## src/rtl/rws_pkg.sv

```systemverilog
// shared constants and types for the roulette wheel selector
package rws_pkg;

   localparam int MAX_ENTRIES    = 64;
   localparam int FITNESS_BITS   = 24;
   localparam int PIN_BITS       = 16;
   localparam int CSR_COUNT_BITS = 7;

   localparam int IDX_BITS   = $clog2(MAX_ENTRIES);
   localparam int COUNT_BITS = IDX_BITS + 1;
   localparam int TOTAL_BITS = FITNESS_BITS + IDX_BITS;
   localparam int PROD_BITS  = TOTAL_BITS + PIN_BITS;

   localparam logic ACTION_LOAD = 1'b0;
   localparam logic ACTION_DRAW = 1'b1;

   typedef struct packed {
      logic                    en;
      logic [IDX_BITS-1:0]     addr;
      logic [FITNESS_BITS-1:0] data;
   } tbl_wr_type;

endpackage

```

## src/rtl/rws_table.sv

```systemverilog
// fitness table: synchronous memory with per-entry valid bits
module rws_table (
   input  logic                             clock,
   input  logic                             reset,
   input  logic [rws_pkg::IDX_BITS-1:0]     rd_addr,
   input  rws_pkg::tbl_wr_type              wr,
   output logic [rws_pkg::FITNESS_BITS-1:0] rd_data
);

   logic [rws_pkg::FITNESS_BITS-1:0] table_mem [rws_pkg::MAX_ENTRIES];
   logic [rws_pkg::MAX_ENTRIES-1:0]  valid_ff;
   logic [rws_pkg::FITNESS_BITS-1:0] rd_data_ff;
   logic                             rd_valid_ff;

   always_ff @(posedge clock) begin
      if (wr.en) begin
         table_mem[wr.addr] <= wr.data;
      end
      rd_data_ff <= table_mem[rd_addr];
   end

   always_ff @(posedge clock) begin
      if (reset) begin
         valid_ff    <= '0;
         rd_valid_ff <= 1'b0;
      end else begin
         rd_valid_ff <= valid_ff[rd_addr];
         if (wr.en) begin
            valid_ff[wr.addr] <= 1'b1;
         end
      end
   end

   // entries never written read as zero
   assign rd_data = rd_valid_ff ? rd_data_ff : '0;

endmodule

```

## src/rtl/roulette_wheel_selector_unit.sv

```systemverilog
// top level of the roulette wheel selector
//
// fitness-proportionate selection over a table of unsigned fitness values
// input transaction: taken on a clock edge with start high and busy low
//   action load: writes fitness_value into slot entry_index and updates the
//                running total; gives no result
//   action draw: walks cumulative sums from entry 0 while
//                pin * total > partial << PIN_BITS and index < count-1
// result: rsp_valid strobes for one cycle with rsp_selected_index
//   the walk reads one table entry per cycle from the single read port;
//   busy drops as the result shows, so the next transaction can be taken
//   on the edge that takes the result
// csr port: csr_write_enable writes population_count (clamped to 1..64);
//   the user must write it only while idle; the block does not enforce this
// reset: synchronous, clears the total, marks every table entry as zero
//   through valid bits and sets population_count to 64; no clearing pass
// the receiver cannot stall: each result is shown once and is gone after
module roulette_wheel_selector_unit (
   input  logic                                  clock,
   input  logic                                  reset,
   input  logic                                  start,
   output logic                                  busy,
   input  logic                                  req_action,
   input  logic [rws_pkg::IDX_BITS-1:0]          req_entry_index,
   input  logic [rws_pkg::FITNESS_BITS-1:0]      req_fitness_value,
   input  logic [rws_pkg::PIN_BITS-1:0]          req_random_pin,
   output logic                                  rsp_valid,
   output logic [rws_pkg::IDX_BITS-1:0]          rsp_selected_index,
   input  logic                                  csr_write_enable,
   input  logic [rws_pkg::CSR_COUNT_BITS-1:0]    csr_population_count
);

   // sequencer states
   localparam logic [1:0] ST_IDLE  = 2'd0;
   localparam logic [1:0] ST_LOAD  = 2'd1;
   localparam logic [1:0] ST_FIRST = 2'd2;
   localparam logic [1:0] ST_WALK  = 2'd3;

   logic [1:0]                         state_ff, state_in;
   logic [rws_pkg::COUNT_BITS-1:0]     count_lim_ff, count_lim_in;
   logic [rws_pkg::TOTAL_BITS-1:0]     total_ff, total_in;
   logic [rws_pkg::TOTAL_BITS-1:0]     partial_ff, partial_in;
   logic [rws_pkg::PROD_BITS-1:0]      lhs_ff;
   logic [rws_pkg::IDX_BITS-1:0]       k_ff, k_in;
   logic [rws_pkg::IDX_BITS-1:0]       idx_ff;
   logic [rws_pkg::FITNESS_BITS-1:0]   fit_ff;
   logic                               rsp_valid_ff, rsp_valid_in;
   logic [rws_pkg::IDX_BITS-1:0]       rsp_index_ff, rsp_index_in;

   logic                               accept;
   logic [rws_pkg::IDX_BITS-1:0]       rd_addr;
   logic [rws_pkg::FITNESS_BITS-1:0]   rd_data;
   rws_pkg::tbl_wr_type                wr;
   logic [rws_pkg::COUNT_BITS-1:0]     k_inc;
   logic                               beyond;
   logic                               step;

   assign busy   = (state_ff != ST_IDLE);
   assign accept = start && !busy;

   // clamp the count to 1..MAX_ENTRIES when it is written
   always_comb begin
      count_lim_in = count_lim_ff;
      if (csr_write_enable) begin
         if (csr_population_count == '0) begin
            count_lim_in = rws_pkg::COUNT_BITS'(1);
         end else if (32'(csr_population_count) > 32'(rws_pkg::MAX_ENTRIES)) begin
            count_lim_in = rws_pkg::COUNT_BITS'(rws_pkg::MAX_ENTRIES);
         end else begin
            count_lim_in = rws_pkg::COUNT_BITS'(csr_population_count);
         end
      end
   end

   // table read address: the walk prefetches one entry ahead
   always_comb begin
      case (state_ff)
         ST_IDLE:  rd_addr = (req_action == rws_pkg::ACTION_DRAW) ? '0 : req_entry_index;
         ST_FIRST: rd_addr = rws_pkg::IDX_BITS'(1);
         ST_WALK:  rd_addr = k_ff + rws_pkg::IDX_BITS'(2);
         default:  rd_addr = idx_ff;
      endcase
   end

   // load writes back in the cycle after the old value is read
   assign wr.en   = (state_ff == ST_LOAD);
   assign wr.addr = idx_ff;
   assign wr.data = fit_ff;

   rws_table u_table (
      .clock   (clock),
      .reset   (reset),
      .rd_addr (rd_addr),
      .wr      (wr),
      .rd_data (rd_data)
   );

   // exact compare of pin * total against partial scaled by the pin width
   assign beyond = lhs_ff > {partial_ff, {rws_pkg::PIN_BITS{1'b0}}};
   assign k_inc  = {1'b0, k_ff} + rws_pkg::COUNT_BITS'(1);
   assign step   = (k_inc < count_lim_ff) && beyond;

   always_comb begin
      state_in     = state_ff;
      total_in     = total_ff;
      partial_in   = partial_ff;
      k_in         = k_ff;
      rsp_valid_in = 1'b0;
      rsp_index_in = rsp_index_ff;
      case (state_ff)
         ST_IDLE: begin
            if (accept) begin
               k_in     = '0;
               state_in = (req_action == rws_pkg::ACTION_DRAW) ? ST_FIRST : ST_LOAD;
            end
         end
         ST_LOAD: begin
            // subtract the old entry, add the new one
            total_in = total_ff - rws_pkg::TOTAL_BITS'(rd_data)
                       + rws_pkg::TOTAL_BITS'(fit_ff);
            state_in = ST_IDLE;
         end
         ST_FIRST: begin
            partial_in = rws_pkg::TOTAL_BITS'(rd_data);
            state_in   = ST_WALK;
         end
         ST_WALK: begin
            if (step) begin
               // rd_data already holds entry k+1
               k_in       = k_inc[rws_pkg::IDX_BITS-1:0];
               partial_in = partial_ff + rws_pkg::TOTAL_BITS'(rd_data);
            end else begin
               rsp_valid_in = 1'b1;
               rsp_index_in = k_ff;
               state_in     = ST_IDLE;
            end
         end
         default: begin
            state_in = ST_IDLE;
         end
      endcase
   end

   always_ff @(posedge clock) begin
      if (reset) begin
         state_ff     <= ST_IDLE;
         count_lim_ff <= rws_pkg::COUNT_BITS'(rws_pkg::MAX_ENTRIES);
         total_ff     <= '0;
         rsp_valid_ff <= 1'b0;
      end else begin
         state_ff     <= state_in;
         count_lim_ff <= count_lim_in;
         total_ff     <= total_in;
         rsp_valid_ff <= rsp_valid_in;
      end
   end

   // transaction payload and walk datapath
   always_ff @(posedge clock) begin
      partial_ff   <= partial_in;
      k_ff         <= k_in;
      rsp_index_ff <= rsp_index_in;
      if (accept) begin
         idx_ff <= req_entry_index;
         fit_ff <= req_fitness_value;
         lhs_ff <= rws_pkg::PROD_BITS'(req_random_pin) * rws_pkg::PROD_BITS'(total_ff);
      end
   end

   assign rsp_valid          = rsp_valid_ff;
   assign rsp_selected_index = rsp_index_ff;

`ifndef SYNTHESIS
   a_rsp_after_walk: assert property (@(posedge clock) disable iff (reset)
      rsp_valid |-> $past(state_ff) == ST_WALK)
      else $error("result without a finished walk");

   a_rsp_in_range: assert property (@(posedge clock) disable iff (reset)
      rsp_valid |-> {1'b0, rsp_selected_index} < count_lim_ff)
      else $error("selected index beyond population count");

   a_walk_bound: assert property (@(posedge clock) disable iff (reset)
      state_ff == ST_WALK |-> k_inc <= count_lim_ff)
      else $error("walk ran past population count");

   a_write_only_load: assert property (@(posedge clock) disable iff (reset)
      wr.en |-> $past(accept) && $past(req_action) == rws_pkg::ACTION_LOAD)
      else $error("table write outside a load");

   a_accept_busy: assert property (@(posedge clock) disable iff (reset)
      accept |=> busy)
      else $error("accepted transaction did not raise busy");
`endif

endmodule

```

## config.mk

```make
export PLATFORM = sky130hd
export DESIGN_NAME = roulette_wheel_selector_unit
export DESIGN_NICKNAME = d
export VERILOG_FILES = /design/src/rtl/rws_pkg.sv /design/src/rtl/rws_table.sv /design/src/rtl/roulette_wheel_selector_unit.sv
export SDC_FILE = /design/constraint.sdc
export NUM_CORES = 2
export LEC_CHECK = 0
export BUFFER_PORTS_ARGS = -buffer_cell sky130_fd_sc_hd__buf_2
export CAP_MARGIN = 10
export CORE_MARGIN = 4
export CORE_UTILIZATION = 30
export CTS_BUF_LIST = sky130_fd_sc_hd__clkbuf_8
export DETAILED_ROUTE_END_ITERATION = 16
export GPL_TIMING_DRIVEN = 0
export PLACE_DENSITY_LB_ADDON = 0.25
export REMOVE_ABC_BUFFERS = 1
export SKIP_CTS_REPAIR_TIMING = 1
export SLEW_MARGIN = 30
export SYNTH_ARGS = -nofsm -noshare
export SYNTH_HDL_FRONTEND = slang
export SYNTH_HIERARCHICAL = 1
export SYNTH_SLANG_ARGS = --single-unit
```

## constraint.sdc

```tcl
create_clock -name clock -period 15.8 [get_ports clock]
set_input_delay 3.16 -clock clock [delete_from_list [all_inputs] [get_ports clock]]
set_output_delay 3.16 -clock clock [all_outputs]
set_load 0.02 [all_outputs]
```

==> impl_metrics.py <==
metrics = {
    "min_path": {
        "hold_path_class": "reg -> reg",
        "min_from": "u_table/valid_ff[2]$_SDFFE_PP0P_",
    },
    "critical_path": {
        "cpPeakStageDelay_ps": 650,
        "crit_cells": 21,
        "r2r_cells": 20,
        "arrival_ps": 10320,
        "critical_path_class": "in -> reg",
        "reg2reg_to": "lhs_ff[45]$_DFFE_PP_",
        "reg2reg_setup_slack_ps": 8070,
        "critical_path.top_delay_family": "adder cells",
        "timing.rr.start": "total_ff[20]$_SDFFE_PP0P_",
        "crit_chain": "buf_2 -> nand2_1 -> fa_1 -> fa_1 -> fa_1 -> inv_1 -> fa_1 -> fa_1 -> inv_1 -> fa_1 -> inv_1 -> ha_1 -> and4_1 -> nand4_1 -> nor3_1 -> o21ai_2 -> a31oi_1 -> a311oi_2 -> a31oi_2 -> mux2i_1 -> nor2_1",
        "slowest_stage": "buf_2",
        "worstPathMaxFanout": 30,
        "critPathBufInv": 4,
        "crit_start": "req_random_pin[1]",
        "crit_path_start_kind": "input port",
        "cp-endpoint": "lhs_ff[45]$_DFFE_PP_",
        "worst_ep_required_time_ps": 16510,
        "critPathMostFrequentCell": "fa_1",
        "end_kind": "register",
    },
    "route": {
        "first_iter_violations": 3985,
        "drt_wl_total_microns": 239000,
        "first_pass_iters": 7,
        "wire_per_inst_microns": 23.9,
        "vias": 49100,
        "drc": 0,
        "detail-route-antenna-nets": 0,
        "vias_per_cell": 4.91,
    },
    "clock_tree": {
        "cts_root_buf": "clkbuf_8",
        "clock-sinks": 1783,
        "clock_latency_ps": 1010,
        "htreeDepth": 5,
        "clk_pin_slew_worst_paths_ps": 60,
        "numCtsBuffers": 313,
        "cts_tree": "built",
        "cts.path.max_buffers": 4,
    },
    "job": {
        "cap_violations": 0,
    },
    "floorplanning": {
        "die-height_microns": 544,
        "die_w_microns": 544,
        "dieArea_sq_mm": 0.296,
        "core_area_sq_mm": 0.286,
        "start_util_pct": 30.2,
        "ios": 66,
        "row_count": 196,
    },
    "finish": {
        "drive_above_1_share_pct": 20.5,
        "layout.nets": 6654,
        "fillers": 27000,
        "final_cells": 9992,
        "final_area_sq_mm": 0.102,
        "areaGrowthSynthToFinish_pct": 18.1,
    },
    "synth": {
        "yosysWarnings": 6,
        "avgSynthCellArea_sq_um": 15.4,
        "synth_edf_count": 1654,
        "yosys-top-cells-area": "edfxtp_1, mux4_2, fa_1",
        "synth_area_sq_mm": 0.0863,
        "synth_area_leader_cell": "edfxtp_1",
        "synth_cell_types": 87,
        "synth_seq_cells": 1783,
        "yosysTopAreaCellShare_pct": 57.5,
        "synth_cells": 5594,
        "async_reset_ff_share_pct": 0,
        "synth_flop_cell": "edfxtp_1",
        "seq_area_frac_synth_pct": 60.5,
    },
    "timing": {
        "worstMarginPinSlew_ps": 1070,
        "hold_viol_final": 0,
        "layout_setup_ws_ps": 6190,
        "setup_viol": 0,
        "skew_ps": 59.8,
        "slew_viol_final": 0,
        "grt_setup_unrepaired": "false",
        "fin_crit_sh_pct": 60.8,
        "finalSetupTns_ps": 0,
        "timing.fmax_mhz": 104,
        "relSlewSlack_pct": 28.4,
        "post-route-min-period_ps": 9610,
    },
    "run_status": {
        "status": "finished, final reports clean",
    },
    "grt": {
        "grt.total_usage_pct": 16.1,
        "antenna_found_initial": 17,
        "grt_overflow": 0,
        "first_global_vias": 51500,
        "grt_pass1_wl_microns": 353000,
        "grt_start_max_net_pins": 61,
    },
    "place": {
        "dp_cells": 9418,
        "gp_congestion": 0.785,
        "post_dp_cell_area_sq_mm": 0.0962,
        "dpl.hpwl_microns": 169000,
        "preCtsSetupSlack_ps": 5190,
        "io_buffer_count": 65,
    },
    "power": {
        "power_mw": 12.4,
        "cellLeakagePower_nw": 36.2,
        "power_density_mw_per_mm2": 121,
        "vdd_ir_drop_max_mv": 0.0792,
    },
}
[placed cells by master (no fill, tap or decap), types with 13 or more instances in the layout]
master	n
dfxtp_1	111
xnor2_1	54
nor2_4	63
clkinv_2	28
o21ai_0	68
and2_1	243
nor3_1	57
o22ai_1	92
buf_2	65
or4_1	21
o21a_1	15
inv_1	693
nand2b_1	16
edfxtp_1	1654
buf_6	55
a21o_1	55
fa_1	415
nor2b_1	23
mux4_2	400
a22oi_1	93
clkinv_1	60
nand3_1	43
clkbuf_8	344
a211oi_1	13
buf_4	15
xor2_1	36
buf_16	131
a31oi_1	16
a21oi_1	161
diode_2	31
nand4_1	18
ha_1	210
nor2_1	228
buf_8	65
dfxtp_2	18
nand2_1	412
[worst min path at each step]
stage,endpoint,depth (start not counted)
6_report,u_table/valid_ff[2]$_SDFFE_PP0P_,2
3_3_place_gp,u_table/valid_ff[62]$_SDFFE_PP0P_,2
5_1_grt,u_table/valid_ff[52]$_SDFFE_PP0P_,2
2_1_floorplan,u_table/valid_ff[10]$_SDFFE_PP0P_,2
4_1_cts,u_table/valid_ff[2]$_SDFFE_PP0P_,2
3_5_place_dp,u_table/valid_ff[30]$_SDFFE_PP0P_,2
[routing by layer]
| metal | wire length, microns | track usage (%) |
|---|---|---|
| met1 | 107000 | 22.6 |
| met2 | 112000 | 25.8 |
| met3 | 13600 | 2.57 |
| met4 | 6600 | 4.84 |
| met5 | 0 | 0 |
[state kept, by name, indices dropped and copies added, names as in the netlist]
register	flops
total_ff	30
state_ff	2
fit_ff	24
u_table/valid_ff	64
partial_ff	30
k_ff	6
rsp_selected_index	6
u_table/rd_valid_ff	1
lhs_ff	46
u_table/table_mem	1536
rsp_valid	1
idx_ff	6
u_table/rd_data_ff	24
count_lim_ff	7
[report_power, final]
group / total (mW) / leakage (nW) / switching (mW) / internal, mW
combinational: 2.95 / 16.9 / 1.73 / 1.22
clock: 3.93 / 3.29 / 1.84 / 2.09
sequential: 5.48 / 16.0 / 0.150 / 5.33
[synth_stat cells, types with 4 or more instances]
cell type / number
nand3b_1: 8
o22ai_1: 96
buf_2: 31
xor2_1: 36
a21o_1: 55
o21bai_1: 11
and2_1: 244
nand4_1: 18
ha_1: 210
inv_1: 597
mux2i_1: 7
fa_1: 415
o21ai_1: 4
nand2_1: 416
nor2_1: 292
a22oi_1: 93
nor2b_1: 28
nand3_1: 43
dfxtp_1: 129
a21oi_1: 161
mux4_2: 400
clkbuf_1: 183
a22o_1: 12
buf_4: 22
o211ai_1: 9
a31oi_1: 16
buf_1: 25
xnor2_1: 54
or4_1: 21
o31ai_1: 12
nor3_1: 63
buf_6: 11
o21ai_0: 69
or2_2: 10
or3_1: 6
o21ba_2: 4
edfxtp_1: 1654
nor4_1: 8
o21a_1: 15
and3_1: 8
a211oi_1: 13
nand2b_1: 19
[worst reg2reg max path: cells and delay by family (launching register included)]
family | cells | cell delay [ps]
AOI/OAI and AO/OA | 4 | 1300
DFF | 1 | 940
and+or+nand+nor | 5 | 1290
muxes | 1 | 230
buffers and inverters | 3 | 190
adders and majority gates | 7 | 3500
[area by class of cell]
cell class / count / area (sq um) / share of cell area, %
Sequential cell: 1783 / 52300 / 51.3
Multi-Input combinational cell: 2939 / 31200 / 30.6
Timing Repair Buffer: 336 / 5740 / 5.63
Clock buffer: 344 / 4730 / 4.64
Tap cell: 3762 / 4710 / 4.62
Inverter: 598 / 2240 / 2.20
Clock inverter: 199 / 972 / 0.953
Antenna cell: 31 / 77.6 / 0.0761
[stage by stage]
step / utilization (%) / hold slack, ps
2_1_floorplan: - / 435
3_3_place_gp: 31.5 / 443
3_5_place_dp: 33.7 / 455
4_1_cts: 35.7 / 469
5_1_grt: 35.7 / 492
6_report: 35.7 / 465
[logic make-up after synthesis]
| group | after synthesis | synth area share, % |
|---|---|---|
| adders and majority gates | 625 | 12.7 |
| AOI/OAI and AO/OA | 617 | 4.74 |
| and+or+nand+nor | 1197 | 6.55 |
| DFF | 1783 | 60.5 |
| buffers and inverters | 872 | 4.03 |
| xor gates and xnor gates | 90 | 0.913 |
| muxes | 410 | 10.6 |
No activity file was read; power rests on OpenSTA's default activity.
